===== config.mk =====
export PLATFORM = sky130hd
export DESIGN_NAME = inactivity_auto_off_timer
export DESIGN_NICKNAME = d
export VERILOG_FILES = /design/src/hw/rtl/iaot_pkg.sv /design/src/hw/rtl/iaot_cfg.sv /design/src/hw/rtl/iaot_eval.sv /design/src/hw/rtl/inactivity_auto_off_timer.sv
export SDC_FILE = /design/constraint.sdc
export NUM_CORES = 1
export LEC_CHECK = 0
export ABC_AREA = 1
export BUFFER_PORTS_ARGS = -buffer_cell sky130_fd_sc_hd__buf_2
export CAP_MARGIN = 20
export CORE_UTILIZATION = 45
export DETAILED_ROUTE_END_ITERATION = 6
export PLACE_DENSITY = 0.68
export REMOVE_ABC_BUFFERS = 1
export SETUP_SLACK_MARGIN = 0.15
export SYNTH_ARGS = -nofsm -noshare
export SYNTH_HDL_FRONTEND = slang
export SYNTH_HIERARCHICAL = 1
export SYNTH_SLANG_ARGS = --single-unit

===== constraint.sdc =====
create_clock -name clk -period 7.95 [get_ports clk]
set_input_delay 1.59 -clock clk [delete_from_list [all_inputs] [get_ports clk]]
set_output_delay 1.59 -clock clk [all_outputs]
set_load 0.02 [all_outputs]

===== src/hw/rtl/iaot_pkg.sv =====
// Shared types, codes and reset values for the inactivity auto-off timer.
`timescale 1ns / 1ps

package iaot_pkg;

  localparam int AngleW = 13;
  localparam int TimeW  = 32;
  localparam int IdxW   = 2;

  // Item operation codes
  localparam logic OP_CHECK = 1'b0;
  localparam logic OP_RESET = 1'b1;

  // Register indexes
  localparam logic [IdxW-1:0] REG_TIMEOUT   = 2'd0;
  localparam logic [IdxW-1:0] REG_DEBOUNCE  = 2'd1;
  localparam logic [IdxW-1:0] REG_THRESHOLD = 2'd2;
  localparam logic [IdxW-1:0] REG_STALE     = 2'd3;

  // Register reset values
  localparam logic [TimeW-1:0]  TIMEOUT_RST   = 32'd120000;
  localparam logic [TimeW-1:0]  DEBOUNCE_RST  = 32'd2000;
  localparam logic [AngleW-1:0] THRESHOLD_RST = 13'd48;
  localparam logic [TimeW-1:0]  STALE_RST     = 32'd500;

  typedef struct packed {
    logic [TimeW-1:0]  timeout_ms;
    logic [TimeW-1:0]  debounce_ms;
    logic [AngleW-1:0] angle_threshold;
    logic [TimeW-1:0]  stale_event_ms;
  } cfg_t;

  typedef struct packed {
    logic                     op;
    logic [TimeW-1:0]         now_ms;
    logic                     powered_on;
    logic                     button_pending;
    logic signed [AngleW-1:0] tilt_angle;
    logic                     moving;
  } item_t;

  typedef struct packed {
    logic off_request;
    logic clear_button;
    logic activity_seen;
  } result_t;

endpackage


===== src/hw/rtl/iaot_cfg.sv =====
// Configuration register file for the inactivity auto-off timer.
`timescale 1ns / 1ps

module iaot_cfg (
  input  logic                         clk,
  input  logic                         rst,
  input  logic                         wr_en,
  input  logic [iaot_pkg::IdxW-1:0]    wr_index,
  input  logic [iaot_pkg::TimeW-1:0]   wr_data,
  output iaot_pkg::cfg_t               cfg
);

  always_ff @(posedge clk) begin
    if (rst) begin
      cfg.timeout_ms      <= iaot_pkg::TIMEOUT_RST;
      cfg.debounce_ms     <= iaot_pkg::DEBOUNCE_RST;
      cfg.angle_threshold <= iaot_pkg::THRESHOLD_RST;
      cfg.stale_event_ms  <= iaot_pkg::STALE_RST;
    end else if (wr_en) begin
      case (wr_index)
        iaot_pkg::REG_TIMEOUT:   cfg.timeout_ms      <= wr_data;
        iaot_pkg::REG_DEBOUNCE:  cfg.debounce_ms     <= wr_data;
        iaot_pkg::REG_THRESHOLD: cfg.angle_threshold <= wr_data[iaot_pkg::AngleW-1:0];
        iaot_pkg::REG_STALE:     cfg.stale_event_ms  <= wr_data;
        default: ;
      endcase
    end
  end

endmodule


===== src/hw/rtl/iaot_eval.sv =====
// Activity state registers and single-pass evaluation of one item.
`timescale 1ns / 1ps

module iaot_eval (
  input  logic              clk,
  input  logic              rst,
  input  logic              fire,
  input  iaot_pkg::item_t   item,
  input  iaot_pkg::cfg_t    cfg,
  output iaot_pkg::result_t res
);

  logic [iaot_pkg::TimeW-1:0]         last_activity, last_activity_next;
  logic [iaot_pkg::TimeW-1:0]         motion_start, motion_start_next;
  logic                               was_moving, was_moving_next;
  logic signed [iaot_pkg::AngleW-1:0] reference_angle, reference_angle_next;
  logic                               reference_valid, reference_valid_next;

  logic signed [iaot_pkg::AngleW:0]   angle_diff;
  logic [iaot_pkg::AngleW:0]          angle_mag;
  logic [iaot_pkg::TimeW-1:0]         motion_age;
  logic [iaot_pkg::TimeW-1:0]         idle_age;
  logic                               active;

  always_comb begin
    last_activity_next   = last_activity;
    motion_start_next    = motion_start;
    was_moving_next      = was_moving;
    reference_angle_next = reference_angle;
    reference_valid_next = reference_valid;
    res                  = '0;
    active               = 1'b0;

    // 14-bit difference never overflows for 13-bit operands
    angle_diff = {item.tilt_angle[iaot_pkg::AngleW-1], item.tilt_angle}
               - {reference_angle[iaot_pkg::AngleW-1], reference_angle};
    angle_mag  = angle_diff[iaot_pkg::AngleW] ? (iaot_pkg::AngleW+1)'(-angle_diff)
                                              : (iaot_pkg::AngleW+1)'(angle_diff);
    motion_age = item.now_ms - motion_start;

    if (item.op == iaot_pkg::OP_RESET) begin
      last_activity_next   = item.now_ms;
      reference_angle_next = item.tilt_angle;
      reference_valid_next = 1'b1;
    end else if (item.powered_on) begin
      if (item.button_pending)
        active = 1'b1;

      if (!reference_valid) begin
        reference_angle_next = item.tilt_angle;
        reference_valid_next = 1'b1;
      end else if (angle_mag >= {1'b0, cfg.angle_threshold}) begin
        active               = 1'b1;
        reference_angle_next = item.tilt_angle;
      end

      if (item.moving) begin
        if (!was_moving) begin
          motion_start_next = item.now_ms;
          was_moving_next   = 1'b1;
        end else if (motion_age >= cfg.debounce_ms) begin
          active = 1'b1;
        end
      end else begin
        was_moving_next   = 1'b0;
        motion_start_next = '0;
      end

      if (active)
        last_activity_next = item.now_ms;

      res.activity_seen = active;
    end

    // activity restamps first, so idle age is then zero
    idle_age = item.now_ms - last_activity_next;
    if (item.op == iaot_pkg::OP_CHECK && item.powered_on) begin
      if (idle_age >= cfg.timeout_ms) begin
        res.off_request    = 1'b1;
        last_activity_next = item.now_ms;
      end else if (item.button_pending && idle_age > cfg.stale_event_ms) begin
        res.clear_button = 1'b1;
      end
    end
  end

  always_ff @(posedge clk) begin
    if (rst) begin
      last_activity   <= '0;
      motion_start    <= '0;
      was_moving      <= 1'b0;
      reference_angle <= '0;
      reference_valid <= 1'b0;
    end else if (fire) begin
      last_activity   <= last_activity_next;
      motion_start    <= motion_start_next;
      was_moving      <= was_moving_next;
      reference_angle <= reference_angle_next;
      reference_valid <= reference_valid_next;
    end
  end

`ifndef NO_ASSERTIONS
  a_off_restamps: assert property (@(posedge clk) disable iff (rst)
    fire && res.off_request |=> last_activity == $past(item.now_ms))
    else $error("power-off did not restamp last activity");

  a_reset_item_ref: assert property (@(posedge clk) disable iff (rst)
    fire && item.op == iaot_pkg::OP_RESET |=>
      reference_valid && reference_angle == $past(item.tilt_angle))
    else $error("reset item did not load angle reference");

  a_off_holds_state: assert property (@(posedge clk) disable iff (rst)
    fire && item.op == iaot_pkg::OP_CHECK && !item.powered_on |=>
      $stable(last_activity) && $stable(motion_start) && $stable(reference_angle))
    else $error("powered-off check changed state");

  a_off_no_clear: assert property (@(posedge clk) disable iff (rst)
    fire |-> !(res.off_request && res.clear_button))
    else $error("power-off and clear requested together");
`endif

endmodule


===== src/hw/rtl/inactivity_auto_off_timer.sv =====
// Top level of the inactivity auto-off timer: item register, evaluator, result register.
// Path: the item register loads on the item transfer; the evaluator and the result
//   register act on fire, and the result channel is driven from the result register.
// Throughput: one item per cycle while out_ready stays high; input stalls only when the
//   item reg and the result reg are both full and the result is not taken.
// Reset (rst, synchronous): registers return to 120000/2000/48/500, activity state
//   clears, both pipeline slots empty. No clearing pass; items accepted right away.
`timescale 1ns / 1ps

module inactivity_auto_off_timer (
  input  logic                               clk,
  input  logic                               rst,
  // configuration writes
  input  logic                               cfg_valid,
  output logic                               cfg_ready,
  input  logic [iaot_pkg::IdxW-1:0]          cfg_index,
  input  logic [iaot_pkg::TimeW-1:0]         cfg_data,
  // item channel
  input  logic                               in_valid,
  output logic                               in_ready,
  input  logic                               op,
  input  logic [iaot_pkg::TimeW-1:0]         now_ms,
  input  logic                               powered_on,
  input  logic                               button_pending,
  input  logic signed [iaot_pkg::AngleW-1:0] tilt_angle,
  input  logic                               moving,
  // result channel
  output logic                               out_valid,
  input  logic                               out_ready,
  output logic                               off_request,
  output logic                               clear_button,
  output logic                               activity_seen
);

  iaot_pkg::cfg_t    cfg;
  iaot_pkg::item_t   item;        // item register
  logic              item_valid;
  iaot_pkg::result_t res;
  iaot_pkg::result_t res_reg;     // result register
  logic              fire;        // item leaves item reg, state updates, result loads

  // Config writes are always accepted and registered.
  assign cfg_ready = 1'b1;

  iaot_cfg u_cfg (
    .clk      (clk),
    .rst      (rst),
    .wr_en    (cfg_valid && cfg_ready),
    .wr_index (cfg_index),
    .wr_data  (cfg_data),
    .cfg      (cfg)
  );

  // Item moves on when the result slot is empty or being drained this cycle.
  // An empty item reg takes a transfer even while a result waits.
  assign fire     = item_valid && (!out_valid || out_ready);
  assign in_ready = !item_valid || fire;

  always_ff @(posedge clk) begin
    if (rst) begin
      item_valid <= 1'b0;
    end else begin
      item_valid <= (in_valid && in_ready) || (item_valid && !fire);
    end
  end

  // payload: no reset needed
  always_ff @(posedge clk) begin
    if (in_valid && in_ready) begin
      item.op             <= op;
      item.now_ms         <= now_ms;
      item.powered_on     <= powered_on;
      item.button_pending <= button_pending;
      item.tilt_angle     <= tilt_angle;
      item.moving         <= moving;
    end
  end

  iaot_eval u_eval (
    .clk  (clk),
    .rst  (rst),
    .fire (fire),
    .item (item),
    .cfg  (cfg),
    .res  (res)
  );

  always_ff @(posedge clk) begin
    if (rst) begin
      out_valid <= 1'b0;
    end else if (fire) begin
      out_valid <= 1'b1;
    end else if (out_ready) begin
      out_valid <= 1'b0;
    end
  end

  always_ff @(posedge clk) begin
    if (fire)
      res_reg <= res;
  end

  assign off_request   = res_reg.off_request;
  assign clear_button  = res_reg.clear_button;
  assign activity_seen = res_reg.activity_seen;

endmodule

## Word level (Yosys, flattened, before mapping)

Cells that the tools add are included.

- Register bits after elaboration: 242
- Input bits: 88
- Word-level logic and storage cells: 87

- Add/sub/neg operators: 4
- $lt $le $gt $ge: 4
- Eq/ne operators: 5
- Multiplexer cells: 27
- Bitwise operators: 3
- Reduce and logical (&&, ||, !) cells: 24

Operators with widths:

| kind | number |
|---|---|
| $mux W32 | 7 |
| $ge A32 B32 Y1 | 2 |
| $sub A32 B32 Y32 | 2 |
| $mux W13 | 4 |
| $gt A32 B32 Y1 | 1 |
| $mux W1 | 15 |
| $ge A14 B13 Y1 | 1 |
| $mux W14 | 1 |
| $neg A14 Y14 | 1 |
| $sub A13 B13 Y14 | 1 |
| $reduce_and A2 Y1 | 5 |
| $reduce_and A3 Y1 | 2 |
| $logic_and A1 B1 Y1 | 5 |
| $eq A2 B2 Y1 const B | 2 |
| $reduce_and A4 Y1 | 1 |
| $reduce_bool A2 Y1 | 2 |
| $reduce_or A2 Y1 | 2 |
| $logic_not A1 Y1 | 3 |
| $logic_or A1 B1 Y1 | 3 |
| $ne A3 B3 Y1 const B | 1 |
| $not A1 Y1 | 3 |
| $eq A2 B1 Y1 const B | 1 |
| $logic_not A2 Y1 | 1 |
| $ne A2 B2 Y1 const B | 1 |

## Depth between registers and ports, before layout

Gate-level depths: netlist of the first run.

- Depth after elaboration: 18
- Gate-level depth with buffers: 66

## Hierarchy

Netlist of the first run, hierarchy kept.

By module, submodules not included:

| module | instances | cells an instance | area each (um^2) |
|---|---|---|---|
| iaot_eval | 1 | 1,757 | 11,158.2 |
| iaot_cfg | 1 | 661 | 4,377.9 |
| inactivity_auto_off_timer | 1 | 66 | 1,664.1 |

## Worst setup path after synthesis of the first run

No wires, ideal clock.

- Path type: register to register
- Start point: reg, netlist name item[20]
- End point: reg u_eval/last_activity[10] in the netlist's numbering
- Setup time: 71 ps
- Arrival time: 7,268 ps
- Slack: 612 ps
- Stages on the path, launching flop included: 60
- Buffers on the path: 3
- Cell sequence: edfxtp_1 > ha_1 > inv_1 > nor3_1 > nand2_1 > nand2_1 > nand2_1 > nand2_1 > a21oi_1 > o21ai_0 > a21boi_0 > o21ai_0 > a21oi_1 > xnor2_1 > ha_1 > nand2_1 > nor2_1 > nand2_1 > [... 24 more ...] > inv_1 > nor2_1 > nand2_1 > nand2_1 > ha_1 > nand2_1 > nor2_1 > nand2_1 > o211ai_1 > a21oi_1 > nand3_1 > nand2_1 > clkbuf_1 > clkbuf_1 > o21ai_0 > inv_1 > nand2_1 > a21oi_2

- Word-level cells in the longest chain between the ends: 14

RTL lines:

| item | line | text |
|---|---|---|
| $sub A32 B32 Y32 | iaot_eval.sv:39 | `motion_age = item.now_ms - motion_start;` |
| $ge A32 B32 Y1 | iaot_eval.sv:61 | `end else if (motion_age >= cfg.debounce_ms) begin` |
| $mux W1 | iaot_eval.sv:61 |  |
| $mux W1 | iaot_eval.sv:58 | `if (!was_moving) begin` |
| $mux W1 | iaot_eval.sv:57 | `if (item.moving) begin` |
| $mux W1 | iaot_eval.sv:45 | `end else if (item.powered_on) begin` |
| $mux W1 | iaot_eval.sv:41 | `if (item.op == iaot_pkg::OP_RESET) begin` |
| $mux W32 | iaot_eval.sv:69 | `if (active)` |
| $mux W32 | iaot_eval.sv:45 |  |
| $mux W32 | iaot_eval.sv:41 |  |
| $sub A32 B32 Y32 | iaot_eval.sv:76 | `idle_age = item.now_ms - last_activity_next;` |
| $ge A32 B32 Y1 | iaot_eval.sv:78 | `if (idle_age >= cfg.timeout_ms) begin` |
| $mux W32 | iaot_eval.sv:78 |  |
| $mux W32 (*) | iaot_eval.sv:77 | `if (item.op == iaot_pkg::OP_CHECK && item.powered_on) begin` |
| to (signal assigned) | iaot_eval.sv:95 | `last_activity <= last_activity_next;` |
| to (decl) | iaot_eval.sv:13 | `logic [iaot_pkg::TimeW-1:0] last_activity, last_activity_next;` |

Every way passes the cells marked *; elsewhere a longest branch is shown, timed or not. The select of a mux whose other input is x is not followed.
A chain may end at the register's enable or synchronous reset.

## Worst setup path in the final report of the first run

- Start point: reg, netlist name item[22]
- End point: reg u_eval/last_activity[29] in the netlist's numbering

- Word-level cells in the longest chain between the ends: 14

RTL lines:

| item | line |
|---|---|
| $sub A32 B32 Y32 | iaot_eval.sv:39 |
| $ge A32 B32 Y1 | iaot_eval.sv:61 |
| $mux W1 | iaot_eval.sv:61 |
| $mux W1 | iaot_eval.sv:58 |
| $mux W1 | iaot_eval.sv:57 |
| $mux W1 | iaot_eval.sv:45 |
| $mux W1 | iaot_eval.sv:41 |
| $mux W32 | iaot_eval.sv:69 |
| $mux W32 | iaot_eval.sv:45 |
| $mux W32 | iaot_eval.sv:41 |
| $sub A32 B32 Y32 | iaot_eval.sv:76 |
| $ge A32 B32 Y1 | iaot_eval.sv:78 |
| $mux W32 | iaot_eval.sv:78 |
| $mux W32 (*) | iaot_eval.sv:77 |

Marks and branches as above.

==> metrics.csv, run 1 <==
stage,metric,value,unit
run_status,status,finished clean,
final_layout,Area growth syn-to-layout,25.8,%
critical_path,"slowest stage delay, CP",0.43,ns
die,die width,198,um
clocking,htree depth,1,
logic_synthesis,Avg Inst Size Synth,6.92,um2
global_routing,initial antenna violation count,0,
clocking,"CTS clk-pin slew, worst paths",0.06,ns
timing,crit share post-route,99.1,%
logic_synthesis,Post-synth top flop,dfxtp_1,
global_routing,largest net degree at the start of global routing,102,
routing,via/cell ratio,5.11,
timing,final setup TNS,0,ns
critical_path,Critical Path Start,item[22]$_DFFE_PP_,
timing,time the worst path needs with I/O delays and setup,7.88,ns
power,Sw Share,34.7,%
clocking,CTS root buf,clkbuf_16,
place,Port Buffers,92,
critical_path,R2R depth,54,
power,Reg power frac,31.6,%
routing,Post-DRT Antenna Nets,0,
die,FP Rows,71,
critical_path,CP Max Fanout,8,
power,Psw,1.50,mW
global_routing,global-route wire length before repair,78.2,mm
die,core area,37700,um2
logic_synthesis,"Cell Area, Synth",17200,um2
worst_hold_path,min-delay worst type,reg -> reg,
critical_path,Critical R2R Launch,item[22]$_DFFE_PP_,
clocking,CTS Buf Count,30,
global_routing,vias in the first global route,15475,
clocking,TritonCTS clock tree,yes,
clocking,CTS max path bufs,3,
place,GPL Wtd Cong,0.927,
timing,f_max,127,MHz
clocking,clock sink count,242,
logic_synthesis,Yosys top cell by area,dfxtp_1,
critical_path,CP Launch Type,register,
logic_synthesis,YS warnings,6,
final_layout,layout cell share with drive strength beyond 1,22.1,%
worst_hold_path,Hold Crit Start,u_eval/reference_angle[0]$_SDFFE_PP0P_,
final_layout,ANT cells,0,
power,LEAKAGE,10.4,nW
power,Int Power,2.83,mW
power,clock power share,32.2,%
final_layout,Util after Layout,57.5,%
critical_path,Slowest cell on crit path,edfxtp_1,
routing,"wirelength, routed",50.6,mm
critical_path,Critical Path RT,8.38,ns
timing,max_slew headroom,25.7,%
critical_path,Crit. End Element,register,
critical_path,CP most frequent cell,nand2_1,
timing,Fin Hold WS,0.451,ns
global_routing,total track usage,24.9,%
power,Comb pwr share,36.3,%
timing,Slew Limit Fails,0,
routing,routed vias,16743,
timing,final hold violation count,0,
critical_path,critical path class,reg -> reg,
timing,RSZ-0062 raised after global routing,true,
logic_synthesis,Mapped Cells,2484,
die,Die Span Y,198,um
logic_synthesis,Yosys reg bits,242,
routing,# DRC,0,
logic_synthesis,"Seq/Total Area, Yosys",31.2,%
power,Power Density,200,nW/um2
global_routing,total grt overflow,0,
worst_hold_path,worst hold stages,2,
timing,setup violators final,0,
logic_synthesis,"top cells by area, synth","dfxtp_1, ha_1, nand2_1",
timing,Worst Tran Pin Value,1.11,ns
logic_synthesis,"FFs w/ async S/R, synth",0,%
logic_synthesis,"EDFF count, synth",52,
logic_synthesis,number of distinct library cells after synthesis,51,
clocking,Clock Latency Late Sink,0.58,ns
critical_path,CP arrival,8.31,ns
die,Initial Util,45.7,%
routing,routed wire length per instance,15.4,um
logic_synthesis,most frequent cells after synthesis,"nand2_1, inv_1, nor2_1, a21oi_1, nand3_1",
power,Peak VDD IR,0.000169,V
die,top-level I/O count,94,
final_layout,fin nets,3017,
die,full die area,39000,um2
place,Final HPWL DP,36.3,mm
logic_synthesis,Synth top area share,22.1,%
routing,Pre-antenna DRT Iters,5,
timing,Clock Skew,0.0205,ns
routing,Starting DRT DRC Count,1053,
logic_synthesis,most common cell in the synthesized netlist,nand2_1,
flow_run,Max Cap Viol,0,
-- logic make-up after synthesis --
group	share of synthesized area, %
AND/OR/NAND/NOR	27.4
other	0.0218
buffers and inverters	11.4
XOR/XNOR	3.46
adder cells (fa/ha/maj)	13.9
AO/OA/AOI/OAI	12.6
flip-flops	31.2
-- layer usage --
metal  track usage [%]  wire [um]  vias up
met5                 0          0        -
met4              6.20       1220        0
met3              3.57       3250       82
met2              39.7      22600      442
met1              35.1      23500     7746
li1                  -          -     8473
-- layout make-up --
| class | count | area, um2 |
|---|---|---|
| Clock buffer | 37 | 807 |
| Clock inverter | 19 | 201 |
| Fill cell | 3504 | 16000 |
| Inverter | 416 | 1560 |
| Multi-Input combinational cell | 1744 | 10800 |
| Sequential cell | 242 | 5370 |
| Tap cell | 511 | 639 |
| Timing Repair Buffer | 306 | 2270 |
-- metrics by stage --
step | cell area, um2 | worst slack [ns] | power (mW) | std cells
6_report | 21600 | 0.0686 | 4.33 | 3275
3_3_place_gp | 19400 | -0.0146 | 2.70 | 3190
2_1_floorplan | 16800 | -0.289 | 2.24 | 2402
4_1_cts | 20600 | 0.153 | 4.18 | 3253
3_5_place_dp | 19400 | -0.219 | 2.75 | 3190
5_1_grt | 21600 | -0.358 | 4.59 | 3275
-- flip-flops by register name (all words and copies together) (netlist names) --
register / cells
u_cfg/cfg: 109
u_eval/reference_angle: 13
u_eval/was_moving: 1
u_eval/last_activity: 32
item_valid: 1
activity_seen: 1
off_request: 1
u_eval/reference_valid: 1
u_eval/motion_start: 32
clear_button: 1
item: 49
out_valid: 1
-- worst max-delay path: cells and delay by family (launching register included) --
kind	cells	cell delay, ns
AND/OR/NAND/NOR	26	2.78
AO/OA/AOI/OAI	16	2.18
adder cells (fa/ha/maj)	4	1.12
buffers and inverters	6	0.83
flip-flops	1	0.43
XOR/XNOR	2	0.36
-- worst paths after layout --
check	slack, ns	to
max	0.07	u_eval/last_activity[29]$_SDFFE_PP0P_
min	0.45	u_eval/reference_angle[0]$_SDFFE_PP0P_
max reg2reg	0.07	u_eval/last_activity[29]$_SDFFE_PP0P_
min reg2reg	0.45	u_eval/reference_angle[0]$_SDFFE_PP0P_
-- what timing repair did --
item                       4_1_cts  5_1_grt
resized for setup               36      205
buffers inserted                 6       19
gates cloned                     1        3
pin swaps                       13       75
hold buffers                     0        0
setup endpoints to repair       34       34
-- cells in the final DEF, fill, tap and decap left out, types with 28 or more instances in the layout --
cell,instances
buf_4,196
nand3_2,28
a21oi_1,190
nand3_1,171
dfxtp_1,190
a21oi_2,52
edfxtp_1,52
buf_2,92
nand2_2,70
nand2_1,508
ha_1,161
clkbuf_16,33
inv_1,402
o21ai_0,52
nor2_1,239
xor2_1,47
-- power groups by stage --
| stage | combinational, mW | clock, mW | sequential [mW] |
|---|---|---|---|
| 2_1_floorplan | 0.856 | 0 | 1.38 |
| 3_3_place_gp | 1.31 | 0 | 1.39 |
| 3_5_place_dp | 1.36 | 0 | 1.39 |
| 4_1_cts | 1.40 | 1.42 | 1.36 |
| 5_1_grt | 1.74 | 1.48 | 1.37 |
| 6_report | 1.57 | 1.39 | 1.37 |
Power figures use the tool's default switching activity.
==> run 2, diff against run 1 <==
--- a/config.mk
+++ b/config.mk
@@ -10,7 +10,7 @@
 export CAP_MARGIN = 20
 export CORE_UTILIZATION = 45
 export DETAILED_ROUTE_END_ITERATION = 6
-export PLACE_DENSITY = 0.68
+export PLACE_DENSITY = 0.7
 export REMOVE_ABC_BUFFERS = 1
 export SETUP_SLACK_MARGIN = 0.15
 export SYNTH_ARGS = -nofsm -noshare
==> constraint.sdc (replaced) <==
create_clock -name clk -period 6.6 [get_ports clk]
set_input_delay 0.66 -clock clk [delete_from_list [all_inputs] [get_ports clk]]
set_output_delay 0.66 -clock clk [all_outputs]
set_load 0.02 [all_outputs]
==> run 2 against run 1 <==
Net effect: the run now ends with DRC, setup timing left; register-to-register slack worse by 1.6 ns; clock-buffer cell count rose by 3; critical path depth grew 10; routed wire length up 12%; power grew 28%; sequential share of layout area shrank 2.3 points; sequential power grew 20%; global-route usage grew 2.4 points; cell count rose by 7.4%; combinational power grew 43%; die area unchanged; clock power increased by 19%; critical path type unchanged; critical endpoint is now u_eval/last_activity[8]$_SDFFE_PP0P_; highest routed layer unchanged.
==> metrics.csv, run 2 (synthesis gave the netlist of run 1 again) <==
stage,metric,value,unit,change
final_layout,"commonest non-fill, non-tap cell in the layout",nand2_1,,
worst_hold_path,min-delay worst type,in -> reg,,
final_layout,Biggest register,u_cfg/cfg,,
die,FP Rows,71,,unchanged
routing,via/cell ratio,5.23,,+2.3%
global_routing,vias in the first global route,17387,,+12%
critical_path,worst r2r dst,u_eval/last_activity[8]$_SDFFE_PP0P_,,
critical_path,Crit. End Element,register,,
die,die width,198,um,unchanged
place,placed cell area,20800,um2,+7.2%
power,clock power share,30.0,%,-2.2 points
clocking,clock sink count,242,,unchanged
routing,Post-DRT Antenna Nets,0,,unchanged
run_status,failing checks,"DRC, setup timing",,
clocking,htree depth,1,,unchanged
timing,f_max,123,MHz,-2.7%
power,Sw Share,34.1,%,-0.55 points
critical_path,Reg2Reg Setup Slack,-1.50,ns,-1.57 ns
worst_hold_path,worst hold stages,1,,-1
die,core area,37700,um2,unchanged
global_routing,total grt overflow,0,,unchanged
timing,crit share post-route,123,%,+24 points
worst_hold_path,Hold Crit Start,now_ms[30],,
die,Die Span Y,198,um,unchanged
final_layout,fin nets,3260,,+8.1%
place,Final HPWL DP,37.4,mm,+3.0%
final_layout,register area,5370,um2,unchanged
critical_path,Slowest cell on crit path,edfxtp_1,,
power,Psw,1.89,mW,+26%
critical_path,Critical Path RT,7.03,ns,-1.35 ns
final_layout,top flop regs,"u_cfg/cfg x109, item x49",,
clocking,CTS root buf,clkbuf_16,,
routing,# DRC,3,,+3
timing,RSZ-0062 raised after global routing,true,,
global_routing,total track usage,27.3,%,+2.4 points
die,Initial Util,45.7,%,unchanged
global_routing,initial antenna violation count,0,,unchanged
final_layout,area of the multi-input gates,11000,um2,+1.9%
power,Int Power,3.65,mW,+29%
timing,Slew Limit Fails,0,,unchanged
critical_path,"slowest stage delay, CP",0.42,ns,about the same
clocking,TritonCTS clock tree,yes,,
timing,Worst Tran Pin Value,1.00,ns,-0.113 ns
worst_hold_path,WHS Endpoint,item[46]$_DFFE_PP_,,
global_routing,global-route wire length before repair,85.4,mm,+9.1%
routing,Starting DRT DRC Count,1345,,+28%
final_layout,Area growth syn-to-layout,38.6,%,
critical_path,CP Max Fanout,9,,+1
power,Peak VDD IR,0.000203,V,+20%
critical_path,Buf/Inv on CP,37,,+31
critical_path,"CP delay by family, top",buffers and inverters,,
die,top-level I/O count,94,,unchanged
critical_path,CP Launch Type,register,,
power,LEAKAGE,11.6,nW,+12%
final_layout,FILL cells,3109,,-11%
clocking,CTS Buf Count,29,,-3.3%
clocking,CTS max path bufs,3,,unchanged
final_layout,ANT cells,0,,unchanged
flow_run,Max Cap Viol,0,,unchanged
routing,routed vias,18390,,+9.8%
timing,time the worst path needs with I/O delays and setup,8.10,ns,+0.217 ns
timing,Clock Skew,0.0135,ns,-0.00697 ns
final_layout,Post-Layout Inst Area,23800,um2,+10%
global_routing,largest net degree at the start of global routing,84,,-18%
routing,Pre-antenna DRT Iters,7,,+2
power,Power Density,232,nW/um2,+16%
timing,final worst slack,-1.50,ns,-1.57 ns
clocking,Clock Latency Late Sink,0.57,ns,about the same
power,Comb pwr share,40.4,%,+4.1 points
critical_path,critical path class,reg -> reg,,
critical_path,CP arrival,8.53,ns,+0.22 ns
timing,final hold violation count,0,,unchanged
final_layout,max reg flops,109,,unchanged
critical_path,Critical R2R Launch,item[16]$_DFFE_PP_,,
power,Reg power frac,29.6,%,-2.0 points
timing,max_slew headroom,33.0,%,+7.3 points
critical_path,CP most frequent cell,buf_4,,
timing,setup violators final,34,,+34
die,full die area,39000,um2,unchanged
final_layout,"commonest cells after routing, fill and taps aside","nand2_1, buf_4, inv_1, nor2_1",,
clocking,"CTS clk-pin slew, worst paths",0.06,ns,about the same
final_layout,Util after Layout,63.3,%,+5.8 points
place,GPL Wtd Cong,0.925,,-0.15%
critical_path,R2R depth,64,,+19%
timing,Fin Hold WS,0.264,ns,-0.187 ns
place,Port Buffers,92,,unchanged
routing,"wirelength, routed",56.7,mm,+12%
run_status,status,finished with violations,,
final_layout,layout cell share with drive strength beyond 1,29.3,%,+7.2 points
routing,routed wire length per instance,16.1,um,+4.3%
[run 2: metal layers]
layer  vias to the layer above  share of wire (%)  track usage (%)
met2                       732                 45             45.2
li1                       8959                  -                -
met3                       216                7.9             4.29
met1                      8483                 42             34.7
met4                         0                5.0             12.4
met5                         -                  0                0
[run 2: layout make-up]
type,count,area share (%)
clock buffer,40,3.34
clock inverter,13,0.709
tap,511,2.68
inverter,416,6.57
sequential,242,22.5
multi-input combinational,1744,46.2
timing repair buffer,550,18.0
[run 2: worst max-delay path by stage]
stage | startpoint | to | slack, ns | cells past startpoint
3_3_place_gp | item[16]$_DFFE_PP_ | u_eval/last_activity[24]$_SDFFE_PP0P_ | -1.52 | 51
2_1_floorplan | item[20]$_DFFE_PP_ | u_eval/last_activity[10]$_SDFFE_PP0P_ | -1.64 | 56
3_5_place_dp | item[16]$_DFFE_PP_ | u_eval/last_activity[6]$_SDFFE_PP0P_ | -1.61 | 51
5_1_grt | item[16]$_DFFE_PP_ | u_eval/last_activity[8]$_SDFFE_PP0P_ | -1.78 | 60
6_report | item[16]$_DFFE_PP_ | u_eval/last_activity[8]$_SDFFE_PP0P_ | -1.50 | 64
4_1_cts | item[16]$_DFFE_PP_ | u_eval/last_activity[1]$_SDFFE_PP0P_ | -1.10 | 61
[run 2: power groups by stage]
stage               clock, mW  combinational, mW  sequential, mW
floorplan                   0               1.03            1.67
global placement            0               1.75            1.67
detailed placement          0               1.81            1.67
CTS                      1.68               2.03            1.64
global route             1.74               2.45            1.65
finish                   1.66               2.24            1.64
[run 2: timing repair]
| action | CTS | global route |
|---|---|---|
| hold endpoints to repair | 0 | 0 |
| hold buffers | 0 | 0 |
| setup buffers | 59 | 14 |
| cloned | 9 | 2 |
| pin swaps | 50 | 69 |
| endpoints found under the setup margin | 34 | 34 |
| resized for setup | 175 | 128 |
[run 2: metrics by stage]
stage | total power, mW | std cells | setup TNS (ns) | setup slack [ns]
2_1_floorplan | 2.70 | 2402 | -54.84 | -1.64
3_3_place_gp | 3.42 | 3379 | -50.55 | -1.52
3_5_place_dp | 3.48 | 3379 | -53.14 | -1.61
4_1_cts | 5.35 | 3500 | -36.40 | -1.10
5_1_grt | 5.84 | 3516 | -56.16 | -1.78
6_report | 5.54 | 3516 | -45.80 | -1.50
